**config.mk**
```make
export PLATFORM = sky130hd
export DESIGN_NAME = ers_ctrl
export DESIGN_NICKNAME = d
export VERILOG_FILES = /design/src/rtl/ers_pkg.sv /design/src/rtl/ers_ctrl.sv
export SDC_FILE = /design/constraint.sdc
export NUM_CORES = 1
export LEC_CHECK = 0
export BUFFER_PORTS_ARGS = -buffer_cell sky130_fd_sc_hd__buf_2
export CORE_AREA = 2 2 39 41
export DETAILED_ROUTE_END_ITERATION = 16
export DIE_AREA = 0 0 41 43
export GPL_ROUTABILITY_DRIVEN = 0
export PLACE_DENSITY = 0.46
export SLEW_MARGIN = 30
export SYNTH_ARGS = -nofsm -noshare
export SYNTH_HDL_FRONTEND = slang
export SYNTH_SLANG_ARGS = --single-unit
```
**constraint.sdc**
```tcl
create_clock -name clk -period 1.9 [get_ports clk]
set_input_delay 0.19 -clock clk [delete_from_list [all_inputs] [get_ports clk]]
set_output_delay 0.19 -clock clk [all_outputs]
set_load 0.02 [all_outputs]
```
**src/rtl/ers_pkg.sv**
```systemverilog
// Shared types and constants for the enumeration rank sorter.
// No dependencies; imported by every rtl module of the block except ers_ram.
package ers_pkg;

	localparam int Depth     = 64;                          // keys per set
	localparam int KeyW      = 32;                          // key width, unsigned UQ1.31
	localparam int IdxW      = $clog2(Depth);               // position / rank width
	localparam int CntW      = $clog2(Depth + 1);           // key count width
	localparam int GrpSize   = 8;                           // compare bits per count group
	localparam int NGrp      = (Depth + GrpSize - 1) / GrpSize;
	localparam int GrpCntW   = $clog2(GrpSize + 1);

	typedef enum logic [2:0] {
		ST_IDLE,   // waiting for a key
		ST_RANK,   // folding the registered compare result into the cells
		ST_SWEEP,  // shifting cells out into the sorted memory
		ST_READ,   // reading one sorted position
		ST_LOAD,   // loading the output register
		ST_SHOW    // result on the output, waiting for transfer
	} ers_state_t;

	typedef struct packed {
		logic load;    // capture key and compare vectors
		logic update;  // insert key, bump ranks of larger keys
		logic sweep;   // shift one cell into the sorted memory
		logic rd;      // read sorted memory at current position
		logic show;    // load output register
		logic done;    // output transfer this cycle
	} ers_cmd_t;

	typedef struct packed {
		logic last_s1;     // captured key closes the set
		logic sweep_last;  // final cell of the sweep
		logic pos_last;    // current position is the last of the set
	} ers_stat_t;

endpackage

```
**src/rtl/ers_ctrl.sv**
```systemverilog
// Sequencer for the rank sorter: load, rank, sweep and result phases.
// Depends on ers_pkg.
module ers_ctrl import ers_pkg::*; (
	input  logic      clk,
	input  logic      arst_n,
	input  logic      in_valid,
	output logic      in_stall,
	output logic      out_valid,
	input  logic      out_stall,
	input  ers_stat_t stat,
	output ers_cmd_t  cmd
);

	ers_state_t state_q;
	ers_state_t state_d;

	always_ff @(posedge clk or negedge arst_n) begin
		if (!arst_n) begin
			state_q <= ST_IDLE;
		end else begin
			state_q <= state_d;
		end
	end

	always_comb begin
		state_d = state_q;
		case (state_q)
			ST_IDLE: begin
				if (in_valid) state_d = ST_RANK;
			end
			ST_RANK: begin
				state_d = stat.last_s1 ? ST_SWEEP : ST_IDLE;
			end
			ST_SWEEP: begin
				if (stat.sweep_last) state_d = ST_READ;
			end
			ST_READ: begin
				state_d = ST_LOAD;
			end
			ST_LOAD: begin
				state_d = ST_SHOW;
			end
			ST_SHOW: begin
				if (!out_stall) state_d = stat.pos_last ? ST_IDLE : ST_READ;
			end
			default: begin
				state_d = ST_IDLE;
			end
		endcase
	end

	always_comb begin
		cmd       = '0;
		in_stall  = 1'b1;
		out_valid = 1'b0;
		case (state_q)
			ST_IDLE: begin
				in_stall = 1'b0;
				cmd.load = in_valid;
			end
			ST_RANK: begin
				cmd.update = 1'b1;
			end
			ST_SWEEP: begin
				cmd.sweep = 1'b1;
			end
			ST_READ: begin
				cmd.rd = 1'b1;
			end
			ST_LOAD: begin
				cmd.show = 1'b1;
			end
			ST_SHOW: begin
				out_valid = 1'b1;
				cmd.done  = !out_stall;
			end
			default: begin
				cmd = '0;
			end
		endcase
	end

endmodule

```
### Yosys cells after proc, flatten, opt, wreduce, memory -nomap -nowiden

Cells that the tools add are included.

* bits of input ports: 7
* output and inout bits: 8
* memory bits (read-only): 0
* word-level logic and storage cells: 26
* latch bits: 0
* memories: 0
* RAM bits: 0
* bits in registers: 3

* eq/ne operators: 8
* magnitude comparators: 0
* multiply operators: 0
* add/subtract/negate cells: 0
* bitwise logic cells: 0
* muxes and demuxes: 14
* div/mod/pow operators: 0
* reductions and logical operators: 3
* shift operators: 0

Operator list (count)
* case mux 3 bit (6 select lines): 1
* two-way mux 3 bit: 3
* two-way mux 1 bit: 8
* equality test 3 x 2 -> 1 bit, second input constant: 2
* equality test 3 bit, second input constant: 2
* inequality test 2 bit, second input constant: 3
* two-way mux 2 bit: 2
* equality test 3 x 1 -> 1 bit, second input constant: 1
* logical NOT 3 bit: 1
* AND reduction 3 bit: 1
* logical NOT 1 bit: 1

### Longest topological paths before layout

Gate-level depths: netlist of run 1.

* depth after elaboration: 3
* gate-level depth with buffers: 4
* mapped depth without buffers: 3

### Worst setup path after synthesis of run 1

No wires, ideal clock.

* path kind: register -> output
* start: register state_q[0]
* end: output cmd[5] in the netlist's numbering
* required time: 1710 ps
* data arrival time: 1279 ps
* setup slack: 431 ps
* buffers on the path: 1
* stages on the path, launching flop included: 4
* path through: dfrtp_1 -> buf_4 -> and2b_1 -> nor3b_1

RTL lines
* start, declared: RTL line ers_ctrl.sv:14 `ers_state_t state_q;`
* start signal, assigned: RTL line ers_ctrl.sv:21 `state_q <= state_d;`
* end, declared: RTL line ers_ctrl.sv:11 `output ers_cmd_t cmd`

==> reports/summary.log, run 1 <==
INFO  clock_network  clock_tree_from_tritoncts=yes
INFO  synthesis      synth_simple_gate_area_frac=0.4839
INFO  cells_and_area areaGrowthSynthToFinish=39.17%
INFO  synthesis      yosysWarnings=0
INFO  clock_network  clock_latency=240ps
INFO  sta            worst-slew-pin-transition=386.5ps
INFO  grt            grt_max_degree=13
INFO  synthesis      cell_area_after_technology_mapping=271.5um2
INFO  setup_path     regToRegEndpoint=state_q[1]
INFO  run_status     run_status=finished, final reports clean
INFO  worst_hold_path hold_class=input pin to flip-flop
INFO  grt            first_global_vias=253
INFO  setup_path     crit_path_cell_trace=or2b_1, nor2b_1, buf_2
INFO  synthesis      post_synth_fa_ha_maj_area_fraction=0
INFO  setup_path     timing.critical_path.to_type=output port
INFO  sta            worst_clock_skew=3.320ps
INFO  clock_network  maximum_clock_insertion_buffer_count=2
INFO  cells_and_area finish.instance_area=377.9um2
INFO  route          first_pass_iters=2
INFO  setup_path     cpMaxStageDelayCell=sky130_fd_sc_hd__dfrtp_1
INFO  cells_and_area regMostFlops=state_q
INFO  cells_and_area finalNetCount=55
INFO  cells_and_area biggestRegsByFlops=state_q x3
INFO  setup_path     timing.critical_path.slowest_cell_delay=560ps
INFO  setup_path     critical_path.startpoint_type=flip-flop
INFO  setup_path     critical_path.top_delay_family=flip-flops
INFO  sta            min_period_over_period=0.8225
INFO  sta            report.final.setup_viol=0
INFO  synthesis      synth.ff_latch_count=3
INFO  clock_network  clkSlewWorstSetupHoldPaths=30ps
INFO  placement      placed_area=341.6um2
INFO  sta            totalNegativeSetupSlack=0ps
INFO  sta            grt_setup_unrepaired=false
INFO  synthesis      post_synth.cell_area_avg=8.758um2
INFO  synthesis      synth.distinct_cells=22
INFO  sta            relSlewSlack=0.7423
INFO  floorplan      design.die.area=1763um2
INFO  cells_and_area num-fill-cells=160
INFO  floorplan      starting_density_of_the_core=0.1962
INFO  worst_hold_path hold_path.startpoint=stat[1]
INFO  setup_path     critical_path_peak_fanout=12
INFO  floorplan      floorplan.die.width=41um
INFO  run            drv.max_cap_violation_count=0
INFO  cells_and_area n_antenna_cell=0
INFO  route          routed-wl-met2=306um
INFO  synthesis      synthXorXnorAreaFrac=0
INFO  sta            slew_viol_final=0
INFO  cells_and_area layout.area.seq=75.07um2
INFO  cells_and_area largest_register_ffs=3
INFO  clock_network  cts_htree_levels=1
INFO  setup_path     register_to_register_setup_slack=540ps
INFO  route          route.final.wire_length=664um
INFO  synthesis      dominant_combinational_cell_family_by_area_after_synthesis=simple AND/OR/NAND/NOR gates
INFO  synthesis      seq_total_area_yosys=0.2765
INFO  clock_network  cts_root_buffer=sky130_fd_sc_hd__clkbuf_4
INFO  cells_and_area multi_input_comb_area=172.7um2
INFO  sta            fmax=0.6399GHz
INFO  synthesis      synth.mux.area_fraction=0
INFO  synthesis      postSynthCellCount=31
INFO  synthesis      synth_compound_area_frac=0.1521
INFO  clock_network  cts_num_sinks=3
INFO  placement      dp.final_hpwl=474.6um
INFO  cells_and_area final_layout_size_suffix_gt1_frac=0.4255
INFO  route          met1Wirelength=283um
INFO  sta            hold_violations=0
INFO  route          routed-wl-met3=74um
INFO  power_and_ir_drop ir_drop=479.9uV
INFO  setup_path     critical_path.n_buffers_inverters=1
INFO  floorplan      die-height=43um
INFO  power_and_ir_drop static_leakage_power=0.0001817uW
INFO  sta            timing.final.crit_period=1563ps
INFO  floorplan      num_io_pins=15
INFO  route          vias_per_cell=4.524
INFO  grt            antenna_found_initial=0
INFO  worst_hold_path min_path_cells=3
INFO  route          detail-route-antenna-nets=0
INFO  route          route.top_layer_used=met3
INFO  power_and_ir_drop power.density=1432nW/um2
INFO  clock_network  cts_made_buffers=3
INFO  setup_path     worst-endpoint-required=1710ps
INFO  grt            globalRoute.totalOverflow=0
INFO  floorplan      floorplan.rows=14
INFO  setup_path     reg2reg_depth=3
INFO  floorplan      core=1384um2
INFO  grt            grt_first_pass_wirelength=1035um
INFO  worst_hold_path hold_end=state_q[0]
INFO  synthesis      synth_nets=38
INFO  route          drc=0
INFO  setup_path     timing.rr.start=state_q[2]
INFO  route          wl_per_cell=10.54um
INFO  placement      port_buffers=14
INFO  setup_path     worst_ep_arrival_time=1370ps
INFO  route          route.vias.total=285
INFO  grt            globalRouteTotalUtil=0.09036
INFO  setup_path     crit_path_class=flip-flop to output port
INFO  route          drt-initial-drc-count=4
==> where the power goes <==
part | switching [uW] | internal (uW) | total, uW
logic | 141 | 127 | 269
registers | 72.2 | 87.8 | 160
clock network | 33.8 | 78.7 | 112
==> Yosys cell counts (all sizes together) <==
| master | instances | area share |
|---|---|---|
| inv | 1 | 0.014 |
| and2b | 1 | 0.028 |
| o2bb2ai | 1 | 0.032 |
| nor4 | 1 | 0.023 |
| and3b | 1 | 0.037 |
| and4bb | 1 | 0.046 |
| or3 | 1 | 0.023 |
| o22ai | 1 | 0.023 |
| nor3b | 4 | 0.15 |
| a21oi | 1 | 0.018 |
| o21ai | 1 | 0.018 |
| or2b | 1 | 0.028 |
| a211oi | 1 | 0.028 |
| nor2b | 3 | 0.069 |
| dfrtp | 3 | 0.28 |
| buf | 3 | 0.074 |
| nand2b | 1 | 0.023 |
| nand2 | 2 | 0.028 |
| nor2 | 2 | 0.028 |
| o41ai | 1 | 0.032 |
==> what timing repair did <==
item | CTS | global route
buffers inserted | 0 | 0
resized for setup | 0 | 0
hold buffers | 1 | 0
endpoints found under the hold margin | 3 | 0
==> layer usage <==
metal | global-route usage | up-vias
met1 | 0.1190 | 128
met3 | 0.04712 | 0
li1 | - | 145
met5 | 0 | -
met2 | 0.1094 | 12
met4 | 0.06000 | 0
==> worst min-delay path, cell delays in order <==
cell	delay, ps
sky130_fd_sc_hd__buf_2	100
sky130_fd_sc_hd__nand2_1	50
sky130_fd_sc_hd__o21ai_0	70
==> layout make-up <==
type,count,area share
Multi-Input combinational cell,24,0.4570
Timing Repair Buffer,15,0.2119
Sequential cell,3,0.1987
Clock buffer,4,0.06954
Tap cell,16,0.05298
Inverter,1,0.009934
==> cells in the final DEF, fill, tap and decap left out <==
cell type,count
sky130_fd_sc_hd__buf_2,14
sky130_fd_sc_hd__nor3b_1,3
sky130_fd_sc_hd__nor2b_1,3
sky130_fd_sc_hd__clkbuf_4,3
sky130_fd_sc_hd__dfrtp_1,3
sky130_fd_sc_hd__nand2_1,2
sky130_fd_sc_hd__nor2_1,2
sky130_fd_sc_hd__and3b_2,1
sky130_fd_sc_hd__nor3b_4,1
sky130_fd_sc_hd__or2b_1,1
sky130_fd_sc_hd__or3_1,1
sky130_fd_sc_hd__and2b_1,1
sky130_fd_sc_hd__o22ai_1,1
sky130_fd_sc_hd__o2bb2ai_1,1
sky130_fd_sc_hd__o21ai_0,1
sky130_fd_sc_hd__inv_1,1
sky130_fd_sc_hd__and4bb_2,1
sky130_fd_sc_hd__a211oi_1,1
sky130_fd_sc_hd__a21oi_1,1
sky130_fd_sc_hd__nor4_1,1
sky130_fd_sc_hd__nand2b_1,1
sky130_fd_sc_hd__o41ai_1,1
sky130_fd_sc_hd__clkbuf_1,1
sky130_fd_sc_hd__dlygate4sd3_1,1
==> stage by stage <==
step                hold WS [ps]  utilization  instances  setup WS, ps  power (uW)
global route               235.8       0.2731         63         205.5       588.0
floorplan                 -105.6            -         31         430.9       370.3
CTS                        214.3       0.2731         63         316.0       549.3
finish                     212.1       0.2731         63         337.3       541.0
global placement          -11.05       0.2468         58         538.3       433.2
detailed placement        -12.71       0.2468         58         538.4       430.3
==> cell families (layout without fill, tap and decap cells) <==
kind of cell           Yosys count  after routing
AND/OR/NAND/NOR                 18             18
flip-flops                       3              3
buffers and inverters            4             20
AO/OA/AOI/OAI                    6              6
==> worst max-delay path by stage <==
stage / endpoint / cells past startpoint / start / slack (ps)
after global routing: cmd[0] / 3 / state_q[0] / 210
after global placement: state_q[1] / 3 / state_q[0] / 540
after detailed placement: state_q[1] / 3 / state_q[1] / 540
after CTS: cmd[5] / 3 / state_q[0] / 320
final: cmd[0] / 3 / state_q[2] / 340
after floorplan: cmd[5] / 3 / state_q[0] / 430
(Power assumes the default switching activity.)
==> run 2: changes to the inputs <==
--- a/config.mk
+++ b/config.mk
@@ -5,12 +5,13 @@
 export SDC_FILE = /design/constraint.sdc
 export NUM_CORES = 1
 export LEC_CHECK = 0
+export ABC_AREA = 1
 export BUFFER_PORTS_ARGS = -buffer_cell sky130_fd_sc_hd__buf_2
 export CORE_AREA = 2 2 39 41
 export DETAILED_ROUTE_END_ITERATION = 16
 export DIE_AREA = 0 0 41 43
 export GPL_ROUTABILITY_DRIVEN = 0
-export PLACE_DENSITY = 0.46
+export PLACE_DENSITY = 0.47
 export SLEW_MARGIN = 30
 export SYNTH_ARGS = -nofsm -noshare
 export SYNTH_HDL_FRONTEND = slang
==> constraint.sdc (replaced) <==
create_clock -name clk -period 1.3 [get_ports clk]
set_input_delay 0.13 -clock clk [delete_from_list [all_inputs] [get_ports clk]]
set_output_delay 0.13 -clock clk [all_outputs]
set_load 0.02 [all_outputs]
==> run 2 against run 1 <==
Core utilization up 6.3 points. Clock power increased by 48%. Register-to-register slack lost 360 ps. Combinational power grew 130%. Synthesized cell count is 26% higher. Flip-flop and latch count did not move. Sequential share of layout area fell by 2.9 points. Sequential power increased by 62%. Cell count up 24%. Largest cell class unchanged.
==> reports/summary.log, run 2 <==
INFO  worst_hold_path hold_class=input pin to flip-flop
INFO  floorplan      floorplan.rows=14 [unchanged]
INFO  route          vias_per_cell=4.205 [-7.0%]
INFO  route          detail-route-antenna-nets=0 [unchanged]
INFO  power_and_ir_drop ir_drop=695.6uV [+45%]
INFO  synthesis      post_synth.cell_area_avg=6.801um2 [-22%]
INFO  clock_network  cts_made_buffers=3 [unchanged]
INFO  sta            hold_violations=0 [unchanged]
INFO  setup_path     timing.rr.start=state_q[1]
INFO  synthesis      seq_total_area_yosys=0.2830 [+0.006521]
INFO  clock_network  cts_root_buffer=sky130_fd_sc_hd__clkbuf_4
INFO  cells_and_area stdcell_count=78 [+24%]
INFO  setup_path     critical_path.startpoint_type=flip-flop
INFO  synthesis      yosysWarnings=0 [unchanged]
INFO  cells_and_area finalNetCount=70 [+27%]
INFO  synthesis      ys_async_sr_fraction=1.000 [unchanged]
INFO  sta            timing.final.crit_period=1275ps
INFO  setup_path     crit_path_start=state_q[1]
INFO  clock_network  maximum_clock_insertion_buffer_count=2 [unchanged]
INFO  synthesis      cell_area_after_technology_mapping=265.3um2 [-2.3%]
INFO  clock_network  clkSlewWorstSetupHoldPaths=40ps [about the same]
INFO  grt            grt_max_degree=9 [-4]
INFO  setup_path     regToRegEndpoint=state_q[1]
INFO  route          route.final.wire_length=701um [+5.6%]
INFO  synthesis      synth.distinct_cells=14 [-36%]
INFO  clock_network  cts_num_sinks=3 [unchanged]
INFO  worst_hold_path min_path_cells=3 [unchanged]
INFO  cells_and_area regMostFlops=state_q
INFO  clock_network  clock_latency=240ps [about the same]
INFO  grt            grt_first_pass_wirelength=1014um [-2.0%]
INFO  setup_path     crit_path_class=flip-flop to output port
INFO  floorplan      die-height=43um [unchanged]
INFO  floorplan      floorplan.die.width=41um [unchanged]
INFO  power_and_ir_drop static_leakage_power=0.0002607uW [+43%]
INFO  placement      placed_cells=68 [+17%]
INFO  route          drc=0 [unchanged]
INFO  setup_path     worst_ep_arrival_time=1150ps [-220 ps]
INFO  grt            antenna_found_initial=0 [unchanged]
INFO  route          route.vias.total=328 [+15%]
INFO  route          wl_per_cell=8.987um [-15%]
INFO  synthesis      dominantRegCellSynth=sky130_fd_sc_hd__dfrtp_1
INFO  grt            first_global_vias=282 [+11%]
INFO  clock_network  clock_tree_from_tritoncts=yes
INFO  sta            slew_viol_final=0 [unchanged]
INFO  synthesis      synth_top_cells_by_area=sky130_fd_sc_hd__dfrtp_1, sky130_fd_sc_hd__nor2_1, sky130_fd_sc_hd__nand2_1
INFO  setup_path     critical_path_peak_fanout=5 [-7]
INFO  run_status     run_status=finished, final reports clean
INFO  power_and_ir_drop power.density=2266nW/um2 [+58%]
INFO  grt            globalRoute.totalOverflow=0 [unchanged]
INFO  sta            fmax=0.7843GHz
INFO  cells_and_area layout.cells.most_common_list=sky130_fd_sc_hd__buf_2, sky130_fd_sc_hd__buf_4, sky130_fd_sc_hd__nand2_1, sky130_fd_sc_hd__nor2_1, sky130_fd_sc_hd__inv_1
INFO  placement      port_buffers=14 [unchanged]
INFO  synthesis      postSynthCellCount=39 [+26%]
INFO  setup_path     worst-endpoint-required=1170ps [-540 ps]
INFO  cells_and_area layout.cells.most_common=sky130_fd_sc_hd__buf_2
INFO  sta            relSlewSlack=0.8448 [+0.1024]
INFO  synthesis      synth-edff-count=0 [unchanged]
INFO  floorplan      core=1384um2 [unchanged]
INFO  synthesis      synth_nets=46 [+21%]
INFO  cells_and_area n_antenna_cell=0 [unchanged]
INFO  floorplan      design.die.area=1763um2 [unchanged]
INFO  worst_hold_path hold_end=state_q[2]
INFO  run            drv.max_cap_violation_count=0 [unchanged]
INFO  synthesis      cell_taking_the_most_area_after_synthesis=sky130_fd_sc_hd__dfrtp_1
INFO  setup_path     timing.critical_path.to_type=output port
INFO  cells_and_area biggestRegsByFlops=state_q x3
INFO  sta            worst-slew-pin-transition=232.8ps [-153.7 ps]
INFO  sta            report.final.setup_viol=0 [unchanged]
INFO  cells_and_area final_layout_size_suffix_gt1_frac=0.5806 [+0.1551]
INFO  setup_path     reg2reg_depth=7 [+4]
INFO  sta            worst_clock_skew=2.170ps [-1.151 ps]
INFO  sta            totalNegativeSetupSlack=0ps [unchanged]
INFO  synthesis      top_post_synthesis_cells_by_count=sky130_fd_sc_hd__nor2_1, sky130_fd_sc_hd__nand2_1, sky130_fd_sc_hd__inv_1
INFO  setup_path     register_to_register_setup_slack=180ps [-360 ps]
INFO  synthesis      yosysMostFrequentCell=sky130_fd_sc_hd__nor2_1
INFO  sta            min_period_over_period=0.9808
INFO  grt            globalRouteTotalUtil=0.08534 [-0.005020]
INFO  floorplan      starting_density_of_the_core=0.1917 [-0.004521]
INFO  route          first_pass_iters=2 [unchanged]
INFO  cells_and_area largest_register_ffs=3 [unchanged]
INFO  cells_and_area areaGrowthSynthToFinish=75.47%
INFO  sta            grt_setup_unrepaired=true
INFO  clock_network  cts_htree_levels=1 [unchanged]
INFO  placement      dp.final_hpwl=490.7um [+3.4%]
INFO  route          drt-initial-drc-count=6 [+2]
INFO  floorplan      num_io_pins=15 [unchanged]
INFO  worst_hold_path hold_path.startpoint=out_stall
INFO  synthesis      netlist.area_leader.share=0.2830 [+0.006521]
INFO  synthesis      synth.ff_latch_count=3 [unchanged]
-- run 2: report_power, final --
group | internal, uW | total, uW | switching, uW
Clock | 115 | 166 | 50.6
Sequential | 141 | 259 | 118
Combinational | 279 | 630 | 351
-- run 2: cells by family (layout without fill, tap and decap cells) --
group / Yosys count / count (layout) / share of synthesized area
buffers and inverters: 9 / 32 / 0.1557
DFF: 3 / 3 / 0.2830
and+or+nand+nor: 25 / 25 / 0.5236
AOI/OAI and AO/OA: 2 / 2 / 0.03770
-- run 2: cell type report --
class	count	area, um2
Fill cell	152	918.4
Multi-Input combinational cell	27	171.4
Inverter	8	37.54
Tap cell	16	20.02
Timing Repair Buffer	20	131.4
Sequential cell	3	78.83
Clock buffer	4	26.28
-- run 2: repair_timing --
| action | CTS | global route |
|---|---|---|
| buffers inserted | 3 | 2 |
| hold buffers | 1 | 0 |
| hold endpoints to repair | 3 | 0 |
| pin swaps | 0 | 1 |
| gates resized for setup | 5 | 11 |
| setup endpoints to repair | 6 | 4 |
-- run 2: metal layers --
metal / GRT usage / vias to the layer above / wire length [um]
met1: 0.1093 / 139 / 311
li1: - / 172 / -
met5: 0 / - / 0
met2: 0.1125 / 15 / 316
met4: 0.06000 / 0 / 8
met3: 0.03141 / 2 / 65
-- run 2: per-stage QoR --
step	worst slack (ps)	total power, uW	area [um2]	utilization	hold WS, ps
after global placement	190.8	691.5	344.1	0.2486	-72.72
after detailed placement	188.8	693.3	344.1	0.2486	-70.86
after floorplan	48.23	587.9	265.3	-	-165.6
after global routing	-45.07	1154	465.4	0.3363	223.0
final	24.93	1055	465.4	0.3363	199.9
after CTS	7.923	933.8	411.6	0.2975	192.3
-- run 2: worst max-delay path: stages, from the launching register on --
cell and delay [ps]:
sky130_fd_sc_hd__dfrtp_2 460, sky130_fd_sc_hd__inv_4 100, sky130_fd_sc_hd__nand3_2 90, sky130_fd_sc_hd__nor2_2 120
sky130_fd_sc_hd__buf_4 140
-- run 2: worst max-delay path by stage --
| stage | to | slack, ps |
|---|---|---|
| after detailed placement | cmd[0] | 190 |
| after CTS | cmd[0] | 8 |
| after global placement | cmd[0] | 190 |
| final | cmd[0] | 20 |
| after global routing | cmd[5] | -50 |
| after floorplan | cmd[5] | 50 |
